File: config.mk
export PLATFORM = sky130hd
export DESIGN_NAME = json_token_lexer
export DESIGN_NICKNAME = d
export VERILOG_FILES = /design/src/rtl/jtl_pkg.sv /design/src/rtl/json_token_lexer.sv
export SDC_FILE = /design/constraint.sdc
export NUM_CORES = 1
export LEC_CHECK = 0
export BUFFER_PORTS_ARGS = -buffer_cell sky130_fd_sc_hd__buf_2
export CAP_MARGIN = 5
export CORE_UTILIZATION = 60
export DETAILED_ROUTE_END_ITERATION = 8
export PLACE_DENSITY = 0.81
export SYNTH_ARGS = -nofsm -noshare
export SYNTH_HDL_FRONTEND = slang
export SYNTH_SLANG_ARGS = --single-unit
export TNS_END_PERCENT = 100
File: constraint.sdc
create_clock -name clk -period 11.1 [get_ports clk]
set_input_delay 0 -clock clk [delete_from_list [all_inputs] [get_ports clk]]
set_output_delay 0 -clock clk [all_outputs]
set_load 0.02 [all_outputs]
File: src/rtl/jtl_pkg.sv
// ----------------------------------------------------------------------------
// JSON token lexer package
// Item types, token and mode codes, character constants and the idle lexer.
// ----------------------------------------------------------------------------
package jtl_pkg;

  typedef enum logic [1:0] {
    MODE_IDLE = 2'd0,
    MODE_STR  = 2'd1,
    MODE_INT  = 2'd2,
    MODE_FRAC = 2'd3
  } lex_mode_t;

  typedef enum logic [3:0] {
    TT_EOF      = 4'd0,
    TT_LBRACE   = 4'd1,
    TT_RBRACE   = 4'd2,
    TT_LBRACKET = 4'd3,
    TT_RBRACKET = 4'd4,
    TT_COMMA    = 4'd5,
    TT_COLON    = 4'd6,
    TT_STRING   = 4'd7,
    TT_NUMBER   = 4'd8,
    TT_UNDEF    = 4'd9,
    TT_ERROR    = 4'd10
  } token_type_t;

  localparam logic [7:0] CH_ZERO   = 8'h30;
  localparam logic [7:0] CH_NINE   = 8'h39;
  localparam logic [7:0] CH_DOT    = 8'h2E;
  localparam logic [7:0] CH_LBRACE = 8'h7B;
  localparam logic [7:0] CH_RBRACE = 8'h7D;
  localparam logic [7:0] CH_LBRACK = 8'h5B;
  localparam logic [7:0] CH_RBRACK = 8'h5D;
  localparam logic [7:0] CH_COMMA  = 8'h2C;
  localparam logic [7:0] CH_COLON  = 8'h3A;
  localparam logic [7:0] CH_QUOTE  = 8'h22;
  localparam logic [7:0] CH_SPACE  = 8'h20;
  localparam logic [7:0] CH_TAB    = 8'h09;
  localparam logic [7:0] CH_LF     = 8'h0A;
  localparam logic [7:0] CH_CR     = 8'h0D;

  // Result queue depth; it must hold two items' worth of results in flight.
  localparam int unsigned QDEPTH = 8;
  localparam int unsigned QAW    = $clog2(QDEPTH);

  typedef struct packed {
    logic [7:0] in_byte;
    logic       at_end;
  } lex_in_t;

  typedef struct packed {
    token_type_t token_type;
    logic [7:0]  text_byte;
    logic        has_byte;
    logic        token_done;
    logic        last;
  } lex_out_t;

  typedef struct packed {
    logic      hit;
    lex_out_t  res;
    lex_mode_t mode;
  } idle_res_t;

  function automatic logic is_digit(input logic [7:0] c);
    return (c >= CH_ZERO) && (c <= CH_NINE);
  endfunction

  // Lexes one item from idle mode: at most one result and the mode after it.
  function automatic idle_res_t lex_idle(input logic [7:0] c, input logic end_mark);
    idle_res_t r;
    r          = '0;
    r.mode     = MODE_IDLE;
    r.hit      = 1'b1;
    r.res.token_done = 1'b1;
    r.res.token_type = TT_UNDEF;
    if (end_mark) begin
      r.res.token_type = TT_EOF;
    end else begin
      unique case (c)
        CH_SPACE, CH_TAB, CH_LF, CH_CR: r.hit = 1'b0;
        CH_QUOTE: begin
          r.hit  = 1'b0;
          r.mode = MODE_STR;
        end
        CH_LBRACE: r.res.token_type = TT_LBRACE;
        CH_RBRACE: r.res.token_type = TT_RBRACE;
        CH_LBRACK: r.res.token_type = TT_LBRACKET;
        CH_RBRACK: r.res.token_type = TT_RBRACKET;
        CH_COMMA:  r.res.token_type = TT_COMMA;
        CH_COLON:  r.res.token_type = TT_COLON;
        default: begin
          if (is_digit(c)) begin
            r.res.token_type = TT_NUMBER;
            r.res.token_done = 1'b0;
            r.mode           = MODE_INT;
          end
        end
      endcase
      if (r.res.token_type != TT_UNDEF) begin
        r.res.text_byte = c;
        r.res.has_byte  = 1'b1;
      end
    end
    return r;
  endfunction

endpackage

File: src/rtl/json_token_lexer.sv
// ----------------------------------------------------------------------------
// JSON token lexer
// Streaming lexer: one byte or end mark in, zero to two token results out.
// ----------------------------------------------------------------------------
//
//   Channel  Valid      Stall      Payload   Direction
//   src      src_valid  src_stall  src_item  bytes in (lex_in_t)
//   dst      dst_valid  dst_stall  dst_item  results out (lex_out_t)
//
// An accepted item is captured in an input register and lexed in the next
// cycle; its results are written into an eight-entry result queue.
// While src_stall is low the lexer takes one item per cycle; the sustained
// rate is limited only by the output, which moves one result per cycle, so
// an item that ends a number and gives a second token puts two results on
// the output.
// src_stall comes from registers only: it rises when the queue could not take
// two results for the item in flight plus two for a new one.
// Reset returns the mode to idle and empties the queue and input register.
//
module json_token_lexer
  import jtl_pkg::*;
(
  input  logic     clk,
  input  logic     rst,
  input  logic     src_valid,
  output logic     src_stall,
  input  lex_in_t  src_item,
  output logic     dst_valid,
  input  logic     dst_stall,
  output lex_out_t dst_item
);

  // Input register.
  logic      item_valid;
  lex_in_t   item;

  // Lexer state.
  lex_mode_t mode;
  lex_mode_t mode_next;

  // Results of the item in the input register.
  lex_out_t  res0;
  lex_out_t  res1;
  logic [1:0] res_count;

  // Result queue.
  lex_out_t        queue [QDEPTH];
  logic [QAW-1:0]  wr_ptr;
  logic [QAW-1:0]  rd_ptr;
  logic [QAW:0]    count;
  logic [QAW:0]    count_next;

  logic src_take;
  logic dst_take;

  // The in-flight item may still push two results; a new one needs two more.
  assign src_stall = (count + {{(QAW-1){1'b0}}, item_valid, 1'b0}) >
                     (QAW+1)'(QDEPTH - 2);
  assign src_take  = src_valid && !src_stall;
  assign dst_valid = (count != '0);
  assign dst_take  = dst_valid && !dst_stall;
  assign dst_item  = queue[rd_ptr];

  always_ff @(posedge clk) begin
    if (rst) begin
      item_valid <= 1'b0;
    end else begin
      item_valid <= src_take;
    end
    if (src_take) begin
      item <= src_item;
    end
  end

  // Next mode, updated once per lexed item.
  always_comb begin
    idle_res_t idle;
    idle      = lex_idle(item.in_byte, item.at_end);
    mode_next = mode;
    unique case (mode)
      MODE_STR: begin
        if (item.at_end || item.in_byte == CH_QUOTE) begin
          mode_next = MODE_IDLE;
        end
      end
      MODE_INT, MODE_FRAC: begin
        if (!item.at_end && is_digit(item.in_byte)) begin
          mode_next = mode;
        end else if (!item.at_end && item.in_byte == CH_DOT && mode == MODE_INT) begin
          mode_next = MODE_FRAC;
        end else begin
          mode_next = idle.mode;
        end
      end
      MODE_IDLE: mode_next = idle.mode;
    endcase
  end

  // Results of the item; a number end is followed by the relexed byte.
  always_comb begin
    idle_res_t idle;
    idle      = lex_idle(item.in_byte, item.at_end);
    res0      = '0;
    res1      = '0;
    res_count = 2'd1;
    unique case (mode)
      MODE_STR: begin
        res0.token_type = TT_STRING;
        if (item.at_end) begin
          res0.token_type = TT_ERROR;
          res0.token_done = 1'b1;
        end else if (item.in_byte == CH_QUOTE) begin
          res0.token_done = 1'b1;
        end else begin
          res0.text_byte = item.in_byte;
          res0.has_byte  = 1'b1;
        end
      end
      MODE_INT, MODE_FRAC: begin
        res0.token_type = TT_NUMBER;
        if ((!item.at_end && is_digit(item.in_byte)) ||
            (!item.at_end && item.in_byte == CH_DOT && mode == MODE_INT)) begin
          res0.text_byte = item.in_byte;
          res0.has_byte  = 1'b1;
        end else begin
          res0.token_done = 1'b1;
          if (idle.hit) begin
            res1      = idle.res;
            res_count = 2'd2;
          end
        end
      end
      MODE_IDLE: begin
        res0      = idle.res;
        res_count = {1'b0, idle.hit};
      end
    endcase
    res0.last = (res_count == 2'd1);
    res1.last = 1'b1;
  end

  always_comb begin
    count_next = count;
    if (item_valid) begin
      count_next = count_next + (QAW+1)'(res_count);
    end
    if (dst_take) begin
      count_next = count_next - (QAW+1)'(1);
    end
  end

  always_ff @(posedge clk) begin
    if (rst) begin
      mode   <= MODE_IDLE;
      wr_ptr <= '0;
      rd_ptr <= '0;
      count  <= '0;
    end else begin
      count <= count_next;
      if (item_valid) begin
        mode   <= mode_next;
        wr_ptr <= wr_ptr + QAW'(res_count);
      end
      if (dst_take) begin
        rd_ptr <= rd_ptr + QAW'(1);
      end
    end
  end

  always_ff @(posedge clk) begin
    if (item_valid && res_count != 2'd0) begin
      queue[wr_ptr] <= res0;
    end
    if (item_valid && res_count == 2'd2) begin
      queue[wr_ptr + QAW'(1)] <= res1;
    end
  end

endmodule

==> run_results.csv <==
group,metric,value,unit
synthesis,synthMuxAreaShare,12.8,%
synthesis,synth-adder-area-share,1.86,%
timing,slew_violations,0,
synthesis,synth_ff_type,"edfxtp_1",
floorplan,die_height,114,um
timing,clock.fmax,231,MHz
route,wl_met1,7470,um
global_route,overflow,0,
pwr,p_leak,2.87,nW
clock_network,cts_setup_buffers,0,
min_path,min_path_type,"input pin to flop",
synthesis,synth_cells,612,
timing,worst_pin_slew,1.27,ns
pwr,ir_worst_vdd,0.110,mV
min_path,worstHoldPathCells,4,
route,dr_wl_met2,9720,um
critical_path,path_max_fanout,20,
synthesis,synth_top_area_share,48.2,%
synthesis,synth_enable_flop_cells,121,
critical_path,cp-start-kind,"flop",
critical_path,endpoint_kind,"flop",
global_route,grt_pass1_vias,5571,
synthesis,seq_area_frac_synth,54.6,%
timing,max-slew-margin-rel,14.5,%
synthesis,syn_nets,635,
floorplan,ios,30,
timing,setup_tns,0,ns
route,viasPerCell,7.02,
placement,io_buffers,29,
final_layout,syn_to_final_growth,11.6,%
clock_network,numCtsBuffers,17,
timing,period_needed,4.33,ns
critical_path,crit_arrival,4.70,ns
timing,fin_crit_sh,39.0,%
placement,dpl-instance-area,7730,um2
clock_network,root_buffer,"clkbuf_16",
synthesis,synthSimpleGateAreaFrac,11.3,%
route,top_layer,"met4",
clock_network,htree_num_levels,4,
route,ant_nets,0,
route,wl,19800,um
final_layout,nets,654,
final_layout,utilization,69.4,%
critical_path,path_cells,"or3b_4 -> or4_4 -> a41o_1 -> a21o_1 -> inv_1 -> ha_1 -> inv_1 -> fa_1 -> nand2_1 -> o21ai_0 -> ha_1 -> mux2_2 -> nor2_1",
floorplan,placementRows,40,
synthesis,synth_compound_area_share,14.5,%
synthesis,synth-xor-area-share,1.39,%
timing,rsz0062_at_grt,"false",
critical_path,worstPathRequired,11.47,ns
critical_path,cp_num_buf_inv,2,
global_route,antenna_found_initial,0,
clock_network,cts.clk_slew.worst_paths,0.06,ns
critical_path,r2r_start,"item[5]",
floorplan,initial_utilization,62.2,%
floorplan,die_x,114,um
clock_network,clk_path_buf_depth,2,
route,wl_per_cell,24.4,um
clock_network,tritoncts,"yes",
synthesis,synthTopCellsByArea,"edfxtp_1 (48%), mux4_2 (9.0%), dfxtp_1 (6.4%)",
route,drtIter0Drc,908,
synthesis,synth_top_family_by_area,"compound AO/OA/AOI/OAI gates",
synthesis,synth_cell_types,66,
synthesis,synth_top_area_cell,"edfxtp_1",
route,drc,0,
floorplan,coreArea,12100,um2
critical_path,crit_path_max_incr_delay,0.63,ns
clock_network,insertion_delay,0.43,ns
global_route,grt_use_total,32.3,%
run,max-cap-violations,0,
placement,dp_hpwl,12800,um
route,wl_met3,1890,um
route,vias,5701,
min_path,hp-start,"dst_stall",
outcome,status,"finished clean",
synthesis,ys_warn_count,0,
final_layout,fill_cells,884,
critical_path,rr_endpoint,"count[1]",
timing,hold_violations,0,
critical_path,path_delay_family,"simple AND/OR/NAND/NOR gates",
critical_path,crit_slowest_cell,"edfxtp_1",
global_route,grt_max_degree,31,
final_layout,antennaDiodeCount,0,
timing,skew,0.00803,ns
timing,finalSetupViolCount,0,
critical_path,reg2regPathDepth,13,
critical_path,crit_type,"flop to flop",
global_route,grt_pass1_wl,30600,um
synthesis,synth_area,7540,um2
clock_network,clock_sinks,145,
critical_path,rrSetupSlack,6.77,ns
route,drtPass1Iterations,7,
synthesis,syn_area_per_cell,12.3,um2
min_path,min_to,"count[0]",
pwr,total_power,0.00173,W
placement,place.gp.congestion,0.972,
final_layout,final_area,8410,um2
synthesis,synth_seq_cells,145,
floorplan,die_area,13000,um2
pwr,p_per_area,206,nW/um2
final_layout,drive_above_1_share,18.6,%
synthesis,synthArstFlopShare,0,%
[final cells by class]
cell class / instances / area [um2] / share of cell area [%]
Clock inverter: 13 / 144 / 1.71
Clock buffer: 19 / 433 / 5.15
Multi-Input combinational cell: 407 / 3160 / 37.6
Inverter: 15 / 56.3 / 0.670
Tap cell: 168 / 210 / 2.50
Timing Repair Buffer: 45 / 290 / 3.45
Sequential cell: 145 / 4120 / 49.0
[metrics by stage]
step / worst slack (ns) / cells / hold slack (ns)
6_report: 6.77 / 812 / 0.0436
5_1_grt: 6.57 / 812 / 0.0817
4_1_cts: 6.81 / 812 / 0.0248
3_5_place_dp: 6.87 / 770 / 0.179
3_3_place_gp: 7.04 / 770 / 0.178
2_1_floorplan: 7.57 / 612 / 0.0716
[what timing repair did]
item / 4_1_cts / 5_1_grt
hold buffers: 10 / 0
resized for setup: 0 / 0
hold endpoints to repair: 24 / 0
[tightest hold or removal path: stages]
cell and delay, ns:
buf_2 0.07, nor2b_1 0.12, xor2_1 0.18, nor2_1 0.05
[power by group]
group | total (W) | switching (W) | internal (W)
logic | 0.000450 | 0.000251 | 0.000198
clock network | 0.000566 | 0.000217 | 0.000349
registers | 0.000716 | 0.0000667 | 0.000649
total | 0.00173 | 0.000535 | 0.00120
[registers in the layout (all words and copies together), names as in the netlist, named ones only]
signal and count:
rd_ptr 3, count 4, mode 2, wr_ptr 3, item 9, queue 120, item_valid 1
[worst max-delay path by stage]
stage                        from       end  slack (ns)  cells after the start
after global placement    item[5]  count[1]        7.04                     13
after floorplan           item[1]  count[1]        7.57                     15
final                     item[5]  count[1]        6.77                     13
after CTS                 item[5]  count[1]        6.81                     13
after detailed placement  item[5]  count[1]        6.87                     13
after global routing      item[5]  count[1]        6.57                     13
[routing by layer]
layer	global-route usage [%]	vias to the layer above
met5	0	-
met4	17.6	0
met3	5.98	83
met2	53.2	402
met1	40.8	2745
li1	-	2471
[cells in the mapped netlist (4+ instances only)]
library cell and number:
clkbuf_1 32, edfxtp_1 121, nand2_1 35, mux2i_1 11, o2111ai_1 10, dfxtp_1 24
o31a_1 4, inv_1 12, a31oi_1 14, nor2_1 41, mux4_2 30, nor3_1 9
o22ai_1 40, o21ai_0 21, o21bai_1 8, nor2b_1 9, nand2b_1 5, nand4_1 15
a21oi_1 18, buf_6 4, nand3_1 26, o211ai_1 4, buf_1 5, xor2_1 4
mux2_2 16, a21boi_0 21, xnor2_1 8, ha_1 8
[placed cells by master (no fill, tap or decap), drive strengths merged, types with 24 or more instances in the layout]
cell and n:
nand2 35, buf 35, dfxtp 24, o22ai 40
nor2 41, o21ai 24, a21boi 24, mux4 30
edfxtp 121, nand3 28
[cells by family (layout without fill, tap and decap cells)]
| family | count (synthesis) | in the layout |
|---|---|---|
| AO/OA/AOI/OAI | 162 | 162 |
| multiplexers | 57 | 57 |
| buffers and inverters | 60 | 92 |
| AND/OR/NAND/NOR | 166 | 166 |
| flip-flops | 145 | 145 |
| XOR/XNOR | 12 | 12 |
| adder cells (fa/ha/maj) | 10 | 10 |
No activity file was read; power rests on OpenSTA's default activity.
